**src/tlue_ram.sv**
```systemverilog
`timescale 1ns / 1ps
`default_nettype none
// ----------------------------------------------------------------------------
// tlue_ram: generic simple dual-port RAM
// One write port and one read port, read data registered.
// ----------------------------------------------------------------------------
module tlue_ram #(
	parameter int WIDTH = 8,
	parameter int DEPTH = 16
) (
	input  wire                     clk,
	input  wire                     we,
	input  wire [$clog2(DEPTH)-1:0] waddr,
	input  wire [WIDTH-1:0]         wdata,
	input  wire [$clog2(DEPTH)-1:0] raddr,
	output logic [WIDTH-1:0]        rdata
);

	logic [WIDTH-1:0] mem [DEPTH];

	// Write port and registered read port.
	always_ff @(posedge clk) begin
		if (we) begin
			mem[waddr] <= wdata;
		end
		rdata <= mem[raddr];
	end

endmodule : tlue_ram
`default_nettype wire

```
**config.mk**
```make
export PLATFORM = sky130hd
export DESIGN_NAME = tlue_ram
export DESIGN_NICKNAME = d
export VERILOG_FILES = /design/src/tlue_ram.sv
export SDC_FILE = /design/constraint.sdc
export NUM_CORES = 1
export LEC_CHECK = 0
export BUFFER_PORTS_ARGS = -buffer_cell sky130_fd_sc_hd__buf_2
export CAP_MARGIN = 5
export CORE_UTILIZATION = 50
export CTS_BUF_LIST = sky130_fd_sc_hd__clkbuf_8 sky130_fd_sc_hd__clkbuf_16
export DETAILED_ROUTE_END_ITERATION = 8
export PLACE_DENSITY = 0.75
export SLEW_MARGIN = 20
export SYNTH_ARGS = -nofsm -noshare
export SYNTH_HDL_FRONTEND = slang
export SYNTH_SLANG_ARGS = --single-unit
```
**constraint.sdc**
```tcl
create_clock -name clk -period 2 [get_ports clk]
set_input_delay 0.1 -clock clk [delete_from_list [all_inputs] [get_ports clk]]
set_output_delay 0.1 -clock clk [all_outputs]
set_load 0.03 [all_outputs]
```
==> results.ini, run 1 <==
[sta]
slew_viol_final=0
finalSetupViolCount=0
fmax_mhz=724
final.min_clock_period_ns=1.38
grt_setup_unrepaired=false
finalClockSkew_ns=0.00807
relSlewSlack=0.619
tns_ns=0
finalHoldViolCount=0
worst_pin_slew_ns=0.570
fin_crit_sh=0.691

[layout]
design_area_um2=6190
final_nets=314
n_fill_cell=663
layout.cells.non_filler=442
final_common_cell=edfxtp_1
drive_above_1_share=0.314
area_growth_syn_to_layout_pct=20.2
finalCoreUtilization=0.627
n_antenna_cell=0
mostFrequentLayoutCells=edfxtp_1 (128), buf_2 (25), buf_4 (25), mux4_2 (18)

[floorplanning]
io_pins=26
fp.dieH_um=103
die_w_um=103
coreArea_um2=9860
die_area_um2=10700
start_util=0.522
fp-row-count=36

[clock_tree]
clock_sinks=136
cts_hold_buf=8
cts_made_buffers=17
cts-resized-gates=0
insertion_delay_ns=0.52
htreeDepth=4
cts_tree=done
cts_buffer_depth=2
cts_setup_buffers=0
root_buffer=clkbuf_8
clk_pin_slew_ns=0.06

[global_route]
grt_pass1_vias=2592
antenna_found_initial=0
grtUsageTotal=0.200
grt.overflow.total=0
grt_max_degree=17
grt_pass1_wl_mm=14.3

[pwr]
clkPwrFrac=0.453
pwr-share-seq=0.494
p_int_mw=5.22
p_leak_nw=2.15
power_density_nw_per_um2=1050
peakVddDrop_mv=0.652
pwr-share-comb=0.053
netSwitchingFraction=0.196
netSwitchingPower_mw=1.27

[worst_setup_path]
cp_max_fo=1
cp-start-kind=flip-flop
worstPathArrival_ns=1.77
crit_family=multiplexers
worstSetupEndpointType=flip-flop
max_stage_delay_ns=0.52
crit_slowest_cell=mux4_1
crit_required_ns=2.39
critical_path_buf_inv_count=0
crit_type=reg2reg
path_cells=mux4_1 > a22oi_1 > nand2_1

[synth]
synth_cell_types=19
synthCells=229
synth_area_um2=5150
synthTopCellsByArea=edfxtp_1 (75%), mux4_2 (7.9%), mux4_1 (7.1%), dfxtp_1 (3.1%), a22oi_1 (2.3%)
syn-num-nets=247
avgSynthCellArea_um2=22.5
ys_seq_elements=136
ys_seq_area_frac=0.778
synth_area_leader_cell=edfxtp_1
synth.top_cell.area_share=0.747
yosys_warnings=0

[routing]
drtIter0Drc=154
drc_errors=0
wl_per_cell_um=21.3
avgViaCountPerCell=5.69
dr.pass1.iters=5
vias=2517
routed_wl_mm=9.42
antenna_left=0

[place]
dp_hpwl_mm=6.28
numPortBuffers=25
finalWeightedCongestion=0.732
dp_cells=402
placed_cell_area_um2=5540

[status]
outcome=complete, no violations

[hold_path]
hp-class=in2reg

[run]
maxCapViolations=0

## Yosys cell counts
| cell type | count |
|---|---|
| edfxtp_1 | 128 |
| mux4_2 | 18 |
| a22oi_1 | 16 |
| mux4_1 | 14 |
| nor2_1 | 13 |
| nand2_1 | 9 |
| dfxtp_1 | 8 |
| nor3_1 | 4 |
| buf_2 | 3 |
| buf_6 | 3 |
| clkdlybuf4s25_2 | 3 |
| nand2b_1 | 2 |
| nand3b_1 | 2 |
| and2_1 | 1 |
| and2b_1 | 1 |
| buf_4 | 1 |
| nand3_1 | 1 |
| nor2b_1 | 1 |
| or3b_2 | 1 |
## final cells by class
cell class,count,area [µm²],share of cell area
Tap cell,133,166,0.0269
Multi-Input combinational cell,83,1060,0.171
Sequential cell,136,4000,0.647
Clock buffer,18,428,0.0691
Clock inverter,14,140,0.0226
Timing Repair Buffer,58,393,0.0635
## power by group through the flow
stage	logic (mW)	registers, mW	clock network, mW
2_1_floorplan	0.162	3.30	0
3_3_place_gp	0.323	3.26	0
3_5_place_dp	0.331	3.26	0
4_1_cts	0.346	3.21	2.99
5_1_grt	0.370	3.21	3.11
6_report	0.343	3.21	2.94
## worst reg2reg max path: stages, from the launching register on
cell and delay (ns):
edfxtp_1 0.37, mux4_1 0.52, a22oi_1 0.27, nand2_1 0.10
## path summary, 6_finish.rpt
kind | from | endpoint | slack (ns) | cells after the start
hold / removal | waddr[1] | mem[4][6] | 0.16 | 3
setup reg to reg | mem[4][1] | rdata[1] | 0.62 | 3
hold reg to reg | mem[14][1] | rdata[1] | 0.68 | 3
setup / recovery | mem[4][1] | rdata[1] | 0.62 | 3
## cells by family (layout without fill, tap and decap cells)
kind of cell | count (synthesis) | after routing | synth area share
DFF | 136 | 136 | 0.778
and+or+nand+nor | 35 | 35 | 0.0318
muxes | 32 | 32 | 0.150
AOI/OAI and AO/OA | 16 | 16 | 0.0233
buffers and inverters | 10 | 90 | 0.0168
## metal layers
layer	up-vias	global-route usage	part of all wire
met3	14	0.0605	0.051
li1	1107	-	-
met5	-	0	0
met2	94	0.319	0.50
met1	1302	0.258	0.43
met4	0	0.0845	0.014
## per-stage QoR
stage | total power [mW] | hold WS (ns) | setup WS, ns
after floorplan | 3.46 | 0.199 | 0.407
after global placement | 3.58 | 0.480 | 0.352
after detailed placement | 3.60 | 0.494 | 0.318
after CTS | 6.54 | 0.145 | 0.593
after global routing | 6.69 | 0.164 | 0.565
final | 6.49 | 0.163 | 0.619
## state kept, by name (all words and copies together), names as in the netlist
name   flops
rdata      8
mem      128
No activity file was read; power rests on OpenSTA's default activity.
==> run 2, diff against run 1 <==
ABC_AREA = 1   (was unset)
clock period = 1.4 ns   (was 2 ns; I/O delays follow)
==> run 2 against run 1 <==
- clock skew shrank 0.0043 ns
- sequential power grew 43%
- synthesized area grew 12%
- final cell count grew 69%
- design area grew 10%
- setup slack lost 0.31 ns
- utilization shrank 0.95 points
- die area grew 12%
- sequential share of layout area shrank 6.0 points
- maximum frequency grew 27%
- first-iteration DRC count grew 100%
- register-to-register slack lost 0.31 ns
==> results.ini, run 2 <==
[status]
outcome=complete, no violations

[sta]
setup_ws_ns=0.313
grt_setup_unrepaired=false
final.min_clock_period_ns=1.09
slew_viol_final=0
finalClockSkew_ns=0.00382
tns_ns=0
finalSetupViolCount=0
fmax_mhz=920
fin_crit_sh=0.777
worst_pin_slew_ns=0.538
relSlewSlack=0.641
finalHoldViolCount=0
hold_slack_ns=0.0710

[layout]
regMostFlops=mem
design_area_um2=6820
seqCellArea_um2=4000
drive_above_1_share=0.130
final_common_cell=nand2_1
mostFrequentLayoutCells=nand2_1 (173), edfxtp_1 (128), inv_1 (101), nand3_1 (97), buf_2 (25)
n_fill_cell=873
multi_input_area_um2=1210
top_regs=mem: 128 flops, rdata: 8 flops
finalCoreUtilization=0.618
n_antenna_cell=0
largest_reg_flops=128
layout.cells.non_filler=748
area_growth_syn_to_layout_pct=18.2
final_nets=613

[synth]
synth_cell_types=12
ys_top_cells_by_count=nand2_1 (173), edfxtp_1 (128), inv_1 (100), nand3_1 (97), nor2_1 (17)
synth_area_um2=5770
ys_async_sr_fraction=0
ys_seq_elements=136
synth.top_cell.area_share=0.667
ys.flop_type=edfxtp_1
syn-num-nets=569
ys_seq_area_frac=0.694
yosys_warnings=0
synthTopCellsByArea=edfxtp_1 (67%), nand2_1 (11%), nand3_1 (8.4%), inv_1 (6.5%), dfxtp_1 (2.8%)
synthCells=551
synth_area_leader_cell=edfxtp_1
synth-edff-count=128
synthMostInstantiatedCell=nand2_1
avgSynthCellArea_um2=10.5

[worst_setup_path]
critical_path_buf_inv_count=1
cp-start-kind=flip-flop
cp_max_fo=1
cp_common_cell=nand3_1
crit_slowest_cell=edfxtp_1
path_cells=inv_1 > nand2_1 > nand3_1 > nand3_1 > nand3_1 > nand2_1
worstSetupEndpointType=flip-flop
crit_type=reg2reg
crit_required_ns=1.70
crit_family=simple AND/OR/NAND/NOR gates
worstPathArrival_ns=1.39
max_stage_delay_ns=0.38

[global_route]
use_met2=0.374
grt_pass1_vias=3709
top_usage_layer=met2
antenna_found_initial=0
use_met3=0.0616
grt.overflow.total=0
grtUsageTotal=0.237
grt_pass1_wl_mm=19.9
grt_max_degree=41
grt_util_met1=0.309

[pwr]
peakVddDrop_mv=1.46
power_mw=10.3
clkPwrFrac=0.496
pwr-share-seq=0.444
p_int_mw=8.23
p_leak_nw=2.99
netSwitchingFraction=0.203
power_density_nw_per_um2=1510
netSwitchingPower_mw=2.09
pwr-share-comb=0.060

[floorplanning]
start_util=0.523
io_pins=26
coreArea_um2=11000
fp.dieH_um=109
die_w_um=109
die_area_um2=12000
fp-row-count=38

[hold_path]
hp-class=in2reg

[place]
placed_cell_area_um2=6120
pre_cts_ws_ns=0.262
dp_cells=715
finalWeightedCongestion=0.881
dp_hpwl_mm=7.66
numPortBuffers=25

[routing]
antenna_left=0
routed_wl_mm=12.7
vias=3865
drc_errors=0
drtIter0Drc=314
wl_per_cell_um=16.9
dr.pass1.iters=5
avgViaCountPerCell=5.17

[clock_tree]
clk_pin_slew_ns=0.06
insertion_delay_ns=0.41
root_buffer=clkbuf_16
cts_tree=done
cts_made_buffers=17
clock_sinks=136
htreeDepth=4
cts_buffer_depth=2

[run]
maxCapViolations=0

run 2: kinds of logic after synthesis:
group,after synthesis,share of synthesized area
buffers and inverters,126,0.0952
DFF,136,0.694
and+or+nand+nor,289,0.210
run 2: worst paths after layout:
| check | to | cells after the start | startpoint | slack [ns] |
|---|---|---|---|---|
| worst max-delay path | rdata[6] | 6 | mem[7][6] | 0.31 |
| worst min-delay path | mem[4][0] | 1 | wdata[0] | 0.07 |
| worst max register to register | rdata[6] | 6 | mem[7][6] | 0.31 |
| worst min register to register | rdata[3] | 6 | mem[11][3] | 0.68 |
run 2: what timing repair did:
item / 4_1_cts / 5_1_grt
hold buffers: 1 / 0
gates resized for setup: 0 / 0
setup buffers: 0 / 0
hold endpoints to repair: 1 / 0
run 2: worst reg2reg max path: stages, from the launching register on:
cell and delay, ns:
edfxtp_1 0.38, inv_1 0.07, nand2_1 0.04, nand3_1 0.12, nand3_1 0.14, nand3_1 0.17, nand2_1 0.06
run 2: power groups by stage:
stage               clock, mW  combinational, mW  sequential [mW]
floorplan                   0              0.321             4.71
global placement            0              0.595             4.67
detailed placement          0              0.608             4.67
CTS                      5.19              0.618             4.59
global route             5.35              0.678             4.59
finish                   5.12              0.616             4.59
run 2: per-layer routing:
metal  part of all wire  vias to the layer above
li1                   -                     1860
met1               0.40                     1800
met2               0.50                      178
met3              0.080                       27
met4              0.026                        0
met5                  0                        -
run 2: cell type report:
type                    count  share of cell area
clock buffers              17              0.0624
clock inverters            15              0.0376
inverters                 102              0.0562
multi-input cells         289               0.178
flip-flops and latches    136               0.587
well taps                 140              0.0257
repair buffers             49              0.0525
==> run 3, diff against run 2 <==
ABC_AREA = 0   (was 1)
PLACE_DENSITY = 0.78   (was 0.75)
clock period = 0.9 ns   (was 1.4 ns; I/O delays follow)
==> run 3 against run 2 <==
- the flow now finishes with violations (setup timing)
- final cell count fell by 40%
- total power grew 47%
- wire length shrank 23%
- flip-flop and latch count is the same
- largest cell class unchanged
==> results.ini, run 3 (synthesis results as in run 1) <==
[worst_setup_path]
cp_max_fo=1
worstSetupEndpointType=flip-flop
crit_type=reg2reg
reg2reg_from=mem[3][6]
path_cells=mux4_2 > a22oi_2 > nand2_1
crit_required_ns=1.30
max_stage_delay_ns=0.51
crit_start=mem[3][6]
cp-start-kind=flip-flop
worstPathArrival_ns=1.77
crit_slowest_cell=mux4_2

[sta]
grt_setup_unrepaired=true
finalClockSkew_ns=0.00900
slew_viol_final=0
final.min_clock_period_ns=1.37
worst_pin_slew_ns=0.790
finalSetupViolCount=16
hold_slack_ns=0.111
finalHoldViolCount=0
fmax_mhz=732
relSlewSlack=0.471
fin_crit_sh=1.52
setup_ws_ns=-0.466

[layout]
n_antenna_cell=0
final_common_cell=edfxtp_1
area_growth_syn_to_layout_pct=29.3
drive_above_1_share=0.473
largest_reg_flops=128
finalCoreUtilization=0.675
final_nets=320
regMostFlops=mem
mostFrequentLayoutCells=edfxtp_1 (128), mux4_2 (32), buf_12 (19), buf_2 (17), clkbuf_16 (16)
top_regs=mem: 128 flops, rdata: 8 flops

[floorplanning]
io_pins=26
start_util=0.522
die_area_um2=10700
coreArea_um2=9860
fp-row-count=36
die_w_um=103
fp.dieH_um=103

[global_route]
top_usage_layer=met2
use_met2=0.336
grt_pass1_wl_mm=14.8
grt_max_degree=21
grt.overflow.total=0
antenna_found_initial=0
grt_util_met1=0.277
grtUsageTotal=0.209
grt_pass1_vias=2515
use_met3=0.0652

[routing]
wl_per_cell_um=21.8
avgViaCountPerCell=5.71
drtIter0Drc=180
vias=2557
routed_wl_mm=9.78
drc_errors=0
antenna_left=0
dr.pass1.iters=4

[place]
finalWeightedCongestion=0.710
dp_hpwl_mm=5.94
numPortBuffers=25
pre_cts_ws_ns=-0.530

[clock_tree]
root_buffer=clkbuf_8
clk_pin_slew_ns=0.06
cts_tree=done
cts_setup_buffers=0
cts_buffer_depth=2
clock_sinks=136
htreeDepth=4
insertion_delay_ns=0.52
cts_made_buffers=17

[hold_path]
hold_start=raddr[2]
hp-class=in2reg

[status]
outcome=finished with violations
violations=setup timing

[pwr]
p_leak_nw=2.22
peakVddDrop_mv=1.12
power_density_nw_per_um2=2280

[run]
maxCapViolations=0

[run 3: worst paths after layout]
path	to	slack (ns)	cells past startpoint
setup / recovery	rdata[6]	-0.47	3
hold / removal	rdata[6]	0.11	4
setup reg to reg	rdata[6]	-0.47	3
hold reg to reg	rdata[3]	0.68	3
[run 3: final cells by class]
class,count,area [µm²]
clock inverters,15,199
repair buffers,64,726
well taps,133,166
multi-input cells,83,1130
flip-flops and latches,136,4020
clock buffers,17,414
fillers,591,3210
[run 3: layer usage]
metal | vias to the layer above | routed length [µm]
li1 | 1105 | -
met1 | 1323 | 3940
met2 | 120 | 5070
met3 | 9 | 666
met4 | 0 | 101
met5 | - | 0
[run 3: worst max-delay path: cells and delay by family (launching register included)]
kind	cells	cell delay (ns)
and+or+nand+nor	1	0.09
muxes	1	0.51
DFF	1	0.38
AOI/OAI and AO/OA	1	0.26
[run 3: stage by stage]
step | power (mW) | std cells | instance area, µm² | TNS [ns]
detailed placement | 8.12 | 408 | 5860 | -41.56
finish | 15.2 | 448 | 6650 | -3.85
CTS | 15.3 | 448 | 6650 | -4.11
global route | 15.6 | 448 | 6650 | -4.57
floorplan | 7.74 | 229 | 5210 | -15.43
global placement | 8.09 | 408 | 5860 | -39.49
[run 3: power by group]
part,switching (mW),internal [mW],total (mW),leakage (nW)
clock,2.55,4.50,7.05,0.290
sequential,0.0618,7.09,7.15,1.22
combinational,0.493,0.457,0.950,0.701
[run 3: timing repair]
item	CTS	global route
endpoints found under the hold margin	128	0
setup endpoints to repair	16	16
gates resized for setup	33	0
hold buffers	8	0
